**src/hw/rtl/iprs_pkg.sv**
```systemverilog
// ----------------------------------------------------------------------------
// iprs_pkg
// Shared types and constants of the I/O request page segmenter.
// ----------------------------------------------------------------------------
`default_nettype none

package iprs_pkg;

    localparam int START_W = 48;
    localparam int COUNT_W = 8;
    localparam int NS_W    = 7;
    localparam int PAGE_W  = 46;
    localparam int BOFF_W  = 14;
    localparam int BLEN_W  = 15;
    localparam int MASK_W  = 4;

    localparam int SECTOR_SIZE_LOG2 = 12;

    localparam logic [COUNT_W-1:0] MAX_SECTORS = 8'd252;
    localparam int MAX_RESULTS = 64;
    localparam int RES_W       = 7;

    typedef struct packed {
        logic [START_W-1:0] start_sector;
        logic [COUNT_W-1:0] req_sectors;
        logic               is_read;
        logic [NS_W-1:0]    namespace_id;
    } t_req;

    typedef struct packed {
        logic [PAGE_W-1:0] logical_page;
        logic [BOFF_W-1:0] byte_offset;
        logic [BLEN_W-1:0] byte_length;
        logic [MASK_W-1:0] sector_mask;
        logic              txn_is_read;
        logic [NS_W-1:0]   txn_namespace;
        logic              last_txn;
    } t_txn;

    // controller to datapath
    typedef struct packed {
        logic load;
        logic div_step;
        logic emit;
    } t_cmd;

    // datapath to controller
    typedef struct packed {
        logic req_empty;
        logic div_done;
        logic last;
        logic out_free;
    } t_sts;

endpackage

`default_nettype wire

```
**src/hw/rtl/iprs_stream_if.sv**
```systemverilog
// ----------------------------------------------------------------------------
// iprs_stream_if
// Valid/ready channels for requests and page transactions.
// ----------------------------------------------------------------------------
`default_nettype none

interface iprs_req_if
    import iprs_pkg::*;
();
    logic valid;
    logic ready;
    t_req payload;

    modport source(output valid, output payload, input ready);
    modport sink(input valid, input payload, output ready);
endinterface

interface iprs_txn_if
    import iprs_pkg::*;
();
    logic valid;
    logic ready;
    t_txn payload;

    modport source(output valid, output payload, input ready);
    modport sink(input valid, input payload, output ready);
endinterface

`default_nettype wire

```
**src/hw/rtl/iprs_ctrl.sv**
```systemverilog
// ----------------------------------------------------------------------------
// iprs_ctrl
// Sequencer: accepts a request, waits for the page split, then walks pages.
// ----------------------------------------------------------------------------
`default_nettype none

module iprs_ctrl
    import iprs_pkg::*;
(
    input  wire logic i_clk,
    input  wire logic i_rst_n,
    input  wire logic i_in_valid,
    input  wire t_sts i_sts,
    output t_cmd      o_cmd,
    output logic      o_in_ready
);

    typedef enum logic [1:0] {
        S_IDLE,
        S_DIV,
        S_EMIT
    } t_state;

    t_state r_state;
    logic   r_in_ready;

    always_comb begin
        o_cmd.load     = r_in_ready && i_in_valid;
        o_cmd.div_step = (r_state == S_DIV) && !i_sts.div_done;
        o_cmd.emit     = (r_state == S_EMIT) && i_sts.out_free;
    end

    assign o_in_ready = r_in_ready;

    always_ff @(posedge i_clk) begin
        if (!i_rst_n) begin
            r_state    <= S_IDLE;
            r_in_ready <= 1'b0;
        end else begin
            unique case (r_state)
                S_IDLE: begin
                    if (o_cmd.load && !i_sts.req_empty) begin
                        r_state    <= S_DIV;
                        r_in_ready <= 1'b0;
                    end else begin
                        r_in_ready <= 1'b1;
                    end
                end
                S_DIV: begin
                    if (i_sts.div_done) begin
                        r_state <= S_EMIT;
                    end
                end
                S_EMIT: begin
                    if (o_cmd.emit && i_sts.last) begin
                        r_state    <= S_IDLE;
                        r_in_ready <= 1'b1;
                    end
                end
                default: begin
                    r_state    <= S_IDLE;
                    r_in_ready <= 1'b0;
                end
            endcase
        end
    end

endmodule

`default_nettype wire

```
**src/hw/rtl/iprs_datapath.sv**
```systemverilog
// ----------------------------------------------------------------------------
// iprs_datapath
// Cursor, page/offset split, per-page transaction build and output register.
// ----------------------------------------------------------------------------
`default_nettype none

module iprs_datapath
    import iprs_pkg::*;
#(
    parameter int SECTORS_PER_PAGE = 4
) (
    input  wire logic i_clk,
    input  wire logic i_rst_n,
    input  wire t_cmd i_cmd,
    output t_sts      o_sts,
    input  wire t_req i_req,
    input  wire logic i_out_ready,
    output logic      o_out_valid,
    output t_txn      o_out
);

    localparam int SPP      = SECTORS_PER_PAGE;
    localparam int SH       = $clog2(SPP);
    localparam int OFF_W    = (SPP > 1) ? $clog2(SPP) : 1;
    localparam int SZ_W     = $clog2(SPP + 1);
    localparam bit IS_POW2  = ((SPP & (SPP - 1)) == 0);
    localparam int DIG_W    = 12;
    localparam int DIG_N    = START_W / DIG_W;
    localparam int DV_W     = OFF_W + DIG_W;
    localparam int RCP_SH   = DV_W + OFF_W;
    localparam int RCP_W    = RCP_SH + 1;
    localparam int PRD_W    = DV_W + RCP_W;
    localparam int DIVCNT_W = $clog2(DIG_N + 1);

    localparam logic [RCP_W-1:0]     RCP       = RCP_W'((2 ** RCP_SH + SPP - 1) / SPP);
    localparam logic [DV_W-1:0]      SPP_DV    = DV_W'(SPP);
    localparam logic [SZ_W-1:0]      SPP_SZ    = SZ_W'(SPP);
    localparam logic [START_W-1:0]   OFF_MASK  = START_W'(SPP - 1);
    localparam logic [DIVCNT_W-1:0]  DIV_STEPS = DIVCNT_W'(DIG_N);
    localparam logic [RES_W-1:0]     LAST_IDX  = RES_W'(MAX_RESULTS - 1);

    logic [START_W-1:0]  r_cursor;
    logic [START_W-1:0]  r_quo;
    logic [OFF_W-1:0]    r_off;
    logic [COUNT_W-1:0]  r_left;
    logic [RES_W-1:0]    r_n;
    logic [DIVCNT_W-1:0] r_div_cnt;
    logic                r_dir;
    logic [NS_W-1:0]     r_ns;
    logic                r_out_valid;
    t_txn                r_out;

    logic [COUNT_W-1:0] w_count;
    logic [START_W-1:0] w_start_off;
    logic [DV_W-1:0]    w_dv;
    logic [PRD_W-1:0]   w_prd;
    logic [DIG_W-1:0]   w_qd;
    logic [DV_W-1:0]    w_back;
    logic [DV_W-1:0]    w_rem;
    logic [SZ_W-1:0]    w_room;
    logic [SZ_W-1:0]    w_size;
    logic [START_W:0]   w_sum;
    logic [COUNT_W-1:0] w_left_next;
    logic               w_last;
    logic [7:0]         w_lo;
    logic [7:0]         w_hi;
    logic [MASK_W-1:0]  w_mask;
    logic [31:0]        w_boff;
    logic [31:0]        w_blen;

    always_comb begin
        w_count     = (i_req.req_sectors > MAX_SECTORS) ? MAX_SECTORS : i_req.req_sectors;
        w_start_off = i_req.start_sector & OFF_MASK;

        // one 12-bit quotient digit of the split by the page size
        w_dv   = {r_off, r_quo[START_W-1 -: DIG_W]};
        w_prd  = PRD_W'(w_dv) * PRD_W'(RCP);
        w_qd   = w_prd[RCP_SH +: DIG_W];
        w_back = DV_W'(w_qd) * SPP_DV;
        w_rem  = w_dv - w_back;

        w_room = SPP_SZ - SZ_W'(r_off);
        if ({{(COUNT_W - SZ_W){1'b0}}, w_room} > r_left) begin
            w_size = r_left[SZ_W-1:0];
        end else begin
            w_size = w_room;
        end

        w_sum       = {1'b0, r_cursor} + (START_W + 1)'(w_size);
        w_left_next = r_left - COUNT_W'(w_size);
        w_last      = (w_left_next == '0) || (r_n == LAST_IDX);

        w_lo = 8'(r_off);
        w_hi = 8'(r_off) + 8'(w_size);
        for (int i = 0; i < MASK_W; i++) begin
            w_mask[i] = (8'(i) >= w_lo) && (8'(i) < w_hi);
        end

        w_boff = 32'(r_off) << SECTOR_SIZE_LOG2;
        w_blen = 32'(w_size) << SECTOR_SIZE_LOG2;
    end

    always_comb begin
        o_sts.req_empty = (i_req.req_sectors == '0);
        o_sts.div_done  = IS_POW2 || (r_div_cnt == DIV_STEPS);
        o_sts.last      = w_last;
        o_sts.out_free  = !r_out_valid || i_out_ready;
    end

    always_ff @(posedge i_clk) begin
        if (i_cmd.load) begin
            r_cursor  <= i_req.start_sector;
            r_left    <= w_count;
            r_n       <= '0;
            r_dir     <= i_req.is_read;
            r_ns      <= i_req.namespace_id;
            r_div_cnt <= '0;
            if (IS_POW2) begin
                r_quo <= i_req.start_sector >> SH;
                r_off <= w_start_off[OFF_W-1:0];
            end else begin
                r_quo <= i_req.start_sector;
                r_off <= '0;
            end
        end else if (i_cmd.div_step) begin
            r_quo     <= {r_quo[START_W-DIG_W-1:0], w_qd};
            r_off     <= w_rem[OFF_W-1:0];
            r_div_cnt <= r_div_cnt + 1'b1;
        end else if (i_cmd.emit) begin
            r_cursor <= w_sum[START_W-1:0];
            r_left   <= w_left_next;
            r_n      <= r_n + 1'b1;
            // wrap of the sector address lands inside page zero
            if (w_sum[START_W]) begin
                r_quo <= '0;
                r_off <= w_sum[OFF_W-1:0];
            end else begin
                r_quo <= r_quo + 1'b1;
                r_off <= '0;
            end
        end
    end

    always_ff @(posedge i_clk) begin
        if (i_cmd.emit) begin
            r_out.logical_page  <= r_quo[PAGE_W-1:0];
            r_out.byte_offset   <= w_boff[BOFF_W-1:0];
            r_out.byte_length   <= w_blen[BLEN_W-1:0];
            r_out.sector_mask   <= w_mask;
            r_out.txn_is_read   <= r_dir;
            r_out.txn_namespace <= r_ns;
            r_out.last_txn      <= w_last;
        end
    end

    always_ff @(posedge i_clk) begin
        if (!i_rst_n) begin
            r_out_valid <= 1'b0;
        end else if (i_cmd.emit) begin
            r_out_valid <= 1'b1;
        end else if (i_out_ready) begin
            r_out_valid <= 1'b0;
        end
    end

    assign o_out_valid = r_out_valid;
    assign o_out       = r_out;

endmodule

`default_nettype wire

```
**src/hw/rtl/io_request_page_segmenter_top.sv**
```systemverilog
// ----------------------------------------------------------------------------
// io_request_page_segmenter_top
// Splits one host I/O request into one transaction per touched flash page.
// sequence: after accept the start sector is split into page and offset (by shift if
//   SECTORS_PER_PAGE is a power of two, else in 12-bit digits), then pages are emitted
// throughput: one transaction per cycle while the output is not stalled; the next
//   request is taken once the last transaction of the current one is registered
// reset: synchronous active low; clears the sequencer and output valid
// ----------------------------------------------------------------------------
`default_nettype none

module io_request_page_segmenter_top
    import iprs_pkg::*;
#(
    parameter int SECTORS_PER_PAGE = 4
) (
    input  wire logic   i_clk,
    input  wire logic   i_rst_n,
    iprs_req_if.sink    i_req,
    iprs_txn_if.source  o_txn
);

    t_cmd w_cmd;
    t_sts w_sts;
    logic w_in_ready;
    logic w_out_valid;
    t_txn w_out;

    iprs_ctrl u_ctrl (
        .i_clk      (i_clk),
        .i_rst_n    (i_rst_n),
        .i_in_valid (i_req.valid),
        .i_sts      (w_sts),
        .o_cmd      (w_cmd),
        .o_in_ready (w_in_ready)
    );

    iprs_datapath #(
        .SECTORS_PER_PAGE (SECTORS_PER_PAGE)
    ) u_datapath (
        .i_clk       (i_clk),
        .i_rst_n     (i_rst_n),
        .i_cmd       (w_cmd),
        .o_sts       (w_sts),
        .i_req       (i_req.payload),
        .i_out_ready (o_txn.ready),
        .o_out_valid (w_out_valid),
        .o_out       (w_out)
    );

    assign i_req.ready   = w_in_ready;
    assign o_txn.valid   = w_out_valid;
    assign o_txn.payload = w_out;

endmodule

`default_nettype wire

```
**src/flat_wrapper.sv**
```systemverilog
// flat-port wrapper written by rule: the top's interface ports become plain ports
module io_request_page_segmenter_top_flat import iprs_pkg::*;
#(
    parameter int SECTORS_PER_PAGE = 4
)
  (i_clk, i_rst_n, i_req_valid, i_req_payload, i_req_ready, o_txn_valid, o_txn_payload, o_txn_ready);
  iprs_req_if i_req_i ();
  iprs_txn_if o_txn_i ();
  input  wire logic i_clk;
  input  wire logic i_rst_n;
  input wire logic [$bits(i_req_i.valid)-1:0] i_req_valid;
  input wire logic [$bits(i_req_i.payload)-1:0] i_req_payload;
  output wire logic [$bits(i_req_i.ready)-1:0] i_req_ready;
  output wire logic [$bits(o_txn_i.valid)-1:0] o_txn_valid;
  output wire logic [$bits(o_txn_i.payload)-1:0] o_txn_payload;
  input wire logic [$bits(o_txn_i.ready)-1:0] o_txn_ready;
  assign i_req_i.valid = i_req_valid;
  assign i_req_i.payload = i_req_payload;
  assign i_req_ready = i_req_i.ready;
  assign o_txn_valid = o_txn_i.valid;
  assign o_txn_payload = o_txn_i.payload;
  assign o_txn_i.ready = o_txn_ready;
  io_request_page_segmenter_top #(.SECTORS_PER_PAGE(SECTORS_PER_PAGE)) u_core (.i_clk(i_clk), .i_rst_n(i_rst_n), .i_req(i_req_i), .o_txn(o_txn_i));
endmodule
```
**config.mk**
```make
export PLATFORM = sky130hd
export DESIGN_NAME = io_request_page_segmenter_top_flat
export DESIGN_NICKNAME = d
export VERILOG_FILES = /design/src/hw/rtl/iprs_pkg.sv /design/src/hw/rtl/iprs_stream_if.sv /design/src/hw/rtl/iprs_ctrl.sv /design/src/hw/rtl/iprs_datapath.sv /design/src/hw/rtl/io_request_page_segmenter_top.sv /design/src/flat_wrapper.sv
export SDC_FILE = /design/constraint.sdc
export NUM_CORES = 1
export LEC_CHECK = 0
export BUFFER_PORTS_ARGS = -buffer_cell sky130_fd_sc_hd__buf_4
export CAP_MARGIN = 20
export CORE_MARGIN = 2
export CORE_UTILIZATION = 45
export CTS_CLUSTER_SIZE = 10
export DETAILED_ROUTE_END_ITERATION = 6
export GPL_ROUTABILITY_DRIVEN = 0
export PLACE_DENSITY = 0.65
export SYNTH_ARGS = -nofsm -noshare
export SYNTH_HDL_FRONTEND = slang
export SYNTH_HIERARCHICAL = 1
export SYNTH_SLANG_ARGS = --single-unit
```
**constraint.sdc**
```tcl
create_clock -name i_clk -period 10.3 [get_ports i_clk]
set_input_delay 1.03 -clock i_clk [delete_from_list [all_inputs] [get_ports i_clk]]
set_output_delay 1.03 -clock i_clk [all_outputs]
set_load 0.01 [all_outputs]
```
=== Word level (Yosys, flattened, before mapping) ===
Index checks and enable logic that the tools add are counted.

* Flip-flop bits (word level): 189
* Bits of input ports: 68
* Output and inout bits: 90
* Word-level logic and storage cells: 77

* Add/subtract/negate cells: 6
* Order comparisons: 9
* Equal/unequal tests: 5
* Mux-type cells: 20
* Bitwise logic cells: 1
* Reduce and logical (&&, ||, !) cells: 18

{| class="wikitable"
|+ Operators with widths
! cell !! count
|-
| $mux 48 || 3
|-
| $mux 46 || 2
|-
| $add 48x3->49 || 1
|-
| $add 48x1->48 const B || 1
|-
| $mux 8 || 3
|-
| $logic_not 8->1 || 2
|-
| $mux 2 || 5
|-
| $gt 3x8->1 || 1
|-
| $gt 8x8->1 const B || 1
|-
| $lt 1x4->1 const A || 2
|-
| $lt 2x4->1 const A || 2
|-
| $sub 8x3->8 || 1
|-
| $add 7x1->7 const B || 1
|-
| $eq 7x6->1 const B || 1
|-
| $logic_and 1x1->1 || 7
|-
| $pmux 2 s3 || 1
|-
| $add 2x3->4 || 1
|-
| $ge 1x2->1 const A || 2
|-
| $mux 1 || 4
|-
| $reduce_and 2->1 || 2
|-
| $reduce_bool 2->1 || 2
|-
| $mux 3 || 1
|-
| $pmux 1 s3 || 1
|-
| $sub 3x2->3 const A || 1
|-
| other kinds (9) || 11
|}

=== Logic depth before layout (Yosys ltp) ===
* Word-level depth: 9
* Gate-level depth with buffers: 20
* Depth with buffers taken out: 18

=== Hierarchy ===
Netlist, hierarchy kept.

{| class="wikitable"
|+ Modules (own cells, without submodules)
! module !! instances !! cells each !! area each (µm²) !! sequential area each (µm²)
|-
| iprs_datapath || 1 || 976 || 10478.8 || 5485.3
|-
| iprs_ctrl || 1 || 20 || 168.9 || 60.1
|}

=== Worst setup path before layout ===
Ideal clock, no wire load.

* Path kind: input port to flip-flop
* Start: in o_txn_ready
* End: reg u_core.u_datapath.r_cursor[0], enable pin
* Setup time: 0.547 ns
* Data arrival time: 8.565 ns
* Required time: 9.753 ns
* Setup slack: 1.188 ns
* Stages: 5
* Path buffers: 0
* Cells stage by stage: nand2b_1 nand2_1 nor2_1 inv_1 o21ai_0

{| class="wikitable"
|+ RTL lines
! element !! line !! source
|-
| start, declared || flat_wrapper.sv:16 || <nowiki>input wire logic [$bits(o_txn_i.ready)-1:0] o_txn_ready;</nowiki>
|-
| end signal, assigned || iprs_datapath.sv:112 || <nowiki>r_cursor <= i_req.start_sector;</nowiki>
|-
| end signal, assigned || iprs_datapath.sv:130 || <nowiki>r_cursor <= w_sum[START_W-1:0];</nowiki>
|-
| end, declared || iprs_datapath.sv:42 || <nowiki>logic [START_W-1:0] r_cursor;</nowiki>
|}

=== Worst setup path after layout ===
* Start: reg u_core.u_datapath.r_off[0]
* End: reg u_core.u_datapath.r_quo[40], data pin

* Word-level cells in the longest chain between the ends: 7

{| class="wikitable"
|+ RTL lines
! element !! line !! source
|-
| start, declared || iprs_datapath.sv:44 || <nowiki>logic [OFF_W-1:0] r_off;</nowiki>
|-
| start signal, assigned || iprs_datapath.sv:120 || <nowiki>r_off <= w_start_off[OFF_W-1:0];</nowiki>
|-
| start signal, assigned || iprs_datapath.sv:127 || <nowiki>r_off <= w_rem[OFF_W-1:0];</nowiki>
|-
| start signal, assigned || iprs_datapath.sv:136 || <nowiki>r_off <= w_sum[OFF_W-1:0];</nowiki>
|-
| $sub 3x2->3 * || iprs_datapath.sv:82 || <nowiki>w_room = SPP_SZ - SZ_W'(r_off);</nowiki>
|-
| $gt 3x8->1 || iprs_datapath.sv:83 || <nowiki>if ({{(COUNT_W - SZ_W){1'b0}}, w_room} > r_left) begin</nowiki>
|-
| $mux 3 * || iprs_datapath.sv:83 ||
|-
| via u_core.u_datapath.w_size[0] || iprs_datapath.sv:61 || <nowiki>logic [SZ_W-1:0] w_size;</nowiki>
|-
| $add 48x3->49 * || iprs_datapath.sv:89 || <nowiki>w_sum = {1'b0, r_cursor} + (START_W + 1)'(w_size);</nowiki>
|-
| $mux 48 * || iprs_datapath.sv:134 || <nowiki>if (w_sum[START_W]) begin</nowiki>
|-
| $mux 46 * || iprs_datapath.sv:129 || <nowiki>end else if (i_cmd.emit) begin</nowiki>
|-
| $mux 46 * || iprs_datapath.sv:111 || <nowiki>if (i_cmd.load) begin</nowiki>
|-
| end signal, assigned || iprs_datapath.sv:119 || <nowiki>r_quo <= i_req.start_sector >> SH;</nowiki>
|-
| end signal, assigned || iprs_datapath.sv:126 || <nowiki>r_quo <= {r_quo[START_W-DIG_W-1:0], w_qd};</nowiki>
|-
| end signal, assigned || iprs_datapath.sv:138 || <nowiki>r_quo <= r_quo + 1'b1;</nowiki>
|-
| end, declared || iprs_datapath.sv:43 || <nowiki>logic [START_W-1:0] r_quo;</nowiki>
|}

The timed path passes the listed nets; every way through them passes the cells marked *. The select of a mux whose other input is x is not followed.
A chain may end at the register's enable or synchronous reset.

==> impl_metrics.yaml <==
final_layout:
  fin_util_pct: 53.5
  fin_area_um2: 12500
  n_fill_cell: 2027
  layout-drive-gt1-share_pct: 18.1
  antenna_cells: 0
  regArea_um2: 5550
  nets: 1186
  syn_to_final_growth_pct: 17.2
  multi_input_area_um2: 4680
grt:
  grt_pass1_wl_mm: 42.7
  grt_start_max_net_pins: 83
  gr-total-overflow: 0
  grt_util_met1_pct: 32.2
  antenna_found_initial: 1
  grt_pass1_vias: 7415
  grt_util_met2_pct: 35.3
  met3_usage_pct: 3.91
  grt.total_usage_pct: 22.6
  grt-busiest-layer: "met2"
pwr:
  leakagePower_nw: 4.50
  p_comb_share_pct: 16.9
  switchingPower_uw: 621
  power_frac_seq_pct: 48.8
  pwr-share-clk_pct: 34.2
  p_int_mw: 1.42
  powerDensity_nw_per_um2: 164
  ir_drop_v: 0.0000959
  swShare_pct: 30.4
worst_setup_path:
  crit_required_ns: 10.44
  cp_slowest_cell: "a311o_1"
  crit_fanout: 27
  setup.worst_path.start_class: "flop"
  path_delay_family: "compound AO/OA/AOI/OAI gates"
  crit_start: "u_core/u_datapath/r_off[0]$_DFFE_PP_"
  crit_chain: "inv_1 > ha_1 > ha_1 > and3b_1 > a211oi_2 > nor2_4 > o21ai_0 > ha_1 > ha_1 > a311o_1 > o2111ai_2 > buf_4 > nand2_1 > o221ai_1"
  path_class: "flop to flop"
  max_stage_delay_ns: 0.77
  path_buf_inv: 2
  rr_startpoint: "u_core/u_datapath/r_off[0]$_DFFE_PP_"
  crit_top_cell: "ha_1"
  cp.arrival_ns: 5.66
  worst_setup_path_end_kind: "flop"
synthesis:
  synth-edff-count: 176
  synth_area_leaders: "edfxtp_1, xor2_1, nand2_1"
  yosysWarnings: 6
  syn-cell-area_um2: 10600
  synth_cell_types: 75
  yosysTopAreaCell: "edfxtp_1"
  postSynthAreaPerCell_um2: 10.7
  synth.top_cell.area_share_pct: 49.6
  seq_area_frac_synth_pct: 52.1
  ys_ff_latch: 189
  syn_inst: 996
  synthArstFlopShare_pct: 0
  synthFlopType: "edfxtp_1"
route:
  viasPerCell: 5.88
  vias: 8444
  routed_wl_mm: 28.4
  wire_per_inst_um: 19.8
  drtIter0Drc: 883
  first_pass_iters: 5
  drcViolationCount: 0
  drtAntennaViolNets: 0
clock_network:
  clk_pin_slew_ns: 0.08
  h-tree-depth: 4
  clock_sinks: 189
  clock_latency_ns: 0.44
  cts_hold_buf: 0
  tritoncts: "yes"
  cts-root-buf: "clkbuf_16"
  numCtsBuffers: 17
  cts_buffer_depth: 2
  ctsResizeCount: 0
  cts_setup_buffers: 0
sta:
  tightest_slew_ns: 7.34
  hold_viol_final: 0
  slew_violations: 65
  maxSlewHeadroom_pct: -390
  fin_crit_sh_pct: 53.6
  fmax_mhz: 181
  setup_viol: 0
  whs_ns: 0.423
  min_period_ns: 5.52
  finClkSkew_ns: 0.0161
  grt_setup_unrepaired: "no"
  setup_tns_ns: 0
placement:
  placed_cell_area_um2: 11800
  port_buffers: 133
  place_hpwl_mm: 20.1
floorplan:
  ios: 158
  rows: 56
  die_area_um2: 24900
  die_w_um: 158
  initial_core_util_pct: 45.6
  design.core.area_um2: 23300
  chipHeight_um: 158
status:
  violations: "max-slew violations"
  status: "finished, violations left"
min_path:
  hold_class: "flop to flop"
  min-delay-start: "u_core/u_datapath/r_dir$_DFFE_PP_"
run:
  maxCapViolations: 0
[cells in the mapped netlist (22+ instances only)]
cell        n
nand4_1    28
clkbuf_1   34
o211ai_1   23
nor4_1     22
nand3_1    50
buf_4      26
edfxtp_1  176
nand2_1    99
a21oi_1    43
inv_1      32
nor2_1     54
xor2_1     56
[per-stage QoR]
step                power (mW)  cells  setup WS, ns
floorplan                 1.24   1019          1.19
global route              2.12   1435          4.42
finish                    2.04   1435          4.78
CTS                       2.05   1435          4.79
global placement          1.34   1402          4.97
detailed placement        1.35   1403          4.83
[path summary, 6_finish.rpt]
path / end / slack (ns) / depth (start not counted)
hold reg to reg: u_core/u_datapath/o_out[8]$_DFFE_PP_ / 0.42 / 0
setup reg to reg: u_core/u_datapath/r_quo[40]$_DFFE_PP_ / 4.78 / 14
setup / recovery: u_core/u_datapath/r_quo[40]$_DFFE_PP_ / 4.78 / 14
hold / removal: u_core/u_datapath/o_out[8]$_DFFE_PP_ / 0.42 / 0
[sequential cells by signal, summed over array words and instances, names as in the netlist, 2 cells and up]
name                        flops
u_core/u_datapath/o_out        64
u_core/u_ctrl/r_state           2
u_core/u_datapath/r_quo        48
u_core/u_datapath/r_off         2
u_core/u_datapath/r_cursor     48
u_core/u_datapath/r_left        8
u_core/u_datapath/r_ns          7
u_core/u_datapath/r_n           7
[area by class of cell]
class | count | area share, %
multi-input combinational | 719 | 37.5
clock buffer | 17 | 3.41
tap | 319 | 3.20
sequential | 189 | 44.5
clock inverter | 15 | 1.71
inverter | 33 | 1.01
timing repair buffer | 143 | 8.71
[cells in the final DEF (no fill, tap or decap), types with 14 or more instances in the layout]
cell type / instances
edfxtp_1: 176
buf_4: 142
nand2_1: 98
xor2_1: 56
nor2_1: 53
nand3_1: 50
a21oi_1: 43
inv_1: 31
nand4_1: 28
conb_1: 25
o211ai_1: 23
nor4_1: 22
o21ai_1: 21
xnor2_1: 20
o21ai_0: 19
and3_1: 19
nor3_1: 18
o221ai_1: 18
clkbuf_16: 17
o2111ai_1: 15
a221oi_1: 15
ha_1: 14
[logic make-up after synthesis]
| group | Yosys count | synth area share, % |
|---|---|---|
| AO/OA/AOI/OAI | 224 | 15.5 |
| XOR/XNOR | 76 | 6.25 |
| adder cells (fa/ha/maj) | 15 | 1.83 |
| buffers and inverters | 111 | 4.98 |
| flip-flops | 189 | 52.1 |
| multiplexers | 17 | 1.68 |
| other | 2 | 0.0705 |
| AND/OR/NAND/NOR | 362 | 17.6 |
[power by group through the flow]
stage          clock (mW)  combinational, mW  sequential, mW
2_1_floorplan           0              0.247           0.993
5_1_grt             0.740              0.380            1.00
3_5_place_dp            0              0.339            1.01
4_1_cts             0.710              0.341           0.994
3_3_place_gp            0              0.331            1.01
6_report            0.699              0.346           0.997
[layer usage]
| metal | up-vias | share of wire, % |
|---|---|---|
| met5 | - | 0 |
| met2 | 370 | 46 |
| met4 | 0 | 2.0 |
| li1 | 3975 | - |
| met1 | 4067 | 44 |
| met3 | 32 | 7.9 |
Power figures use the tool's default switching activity.
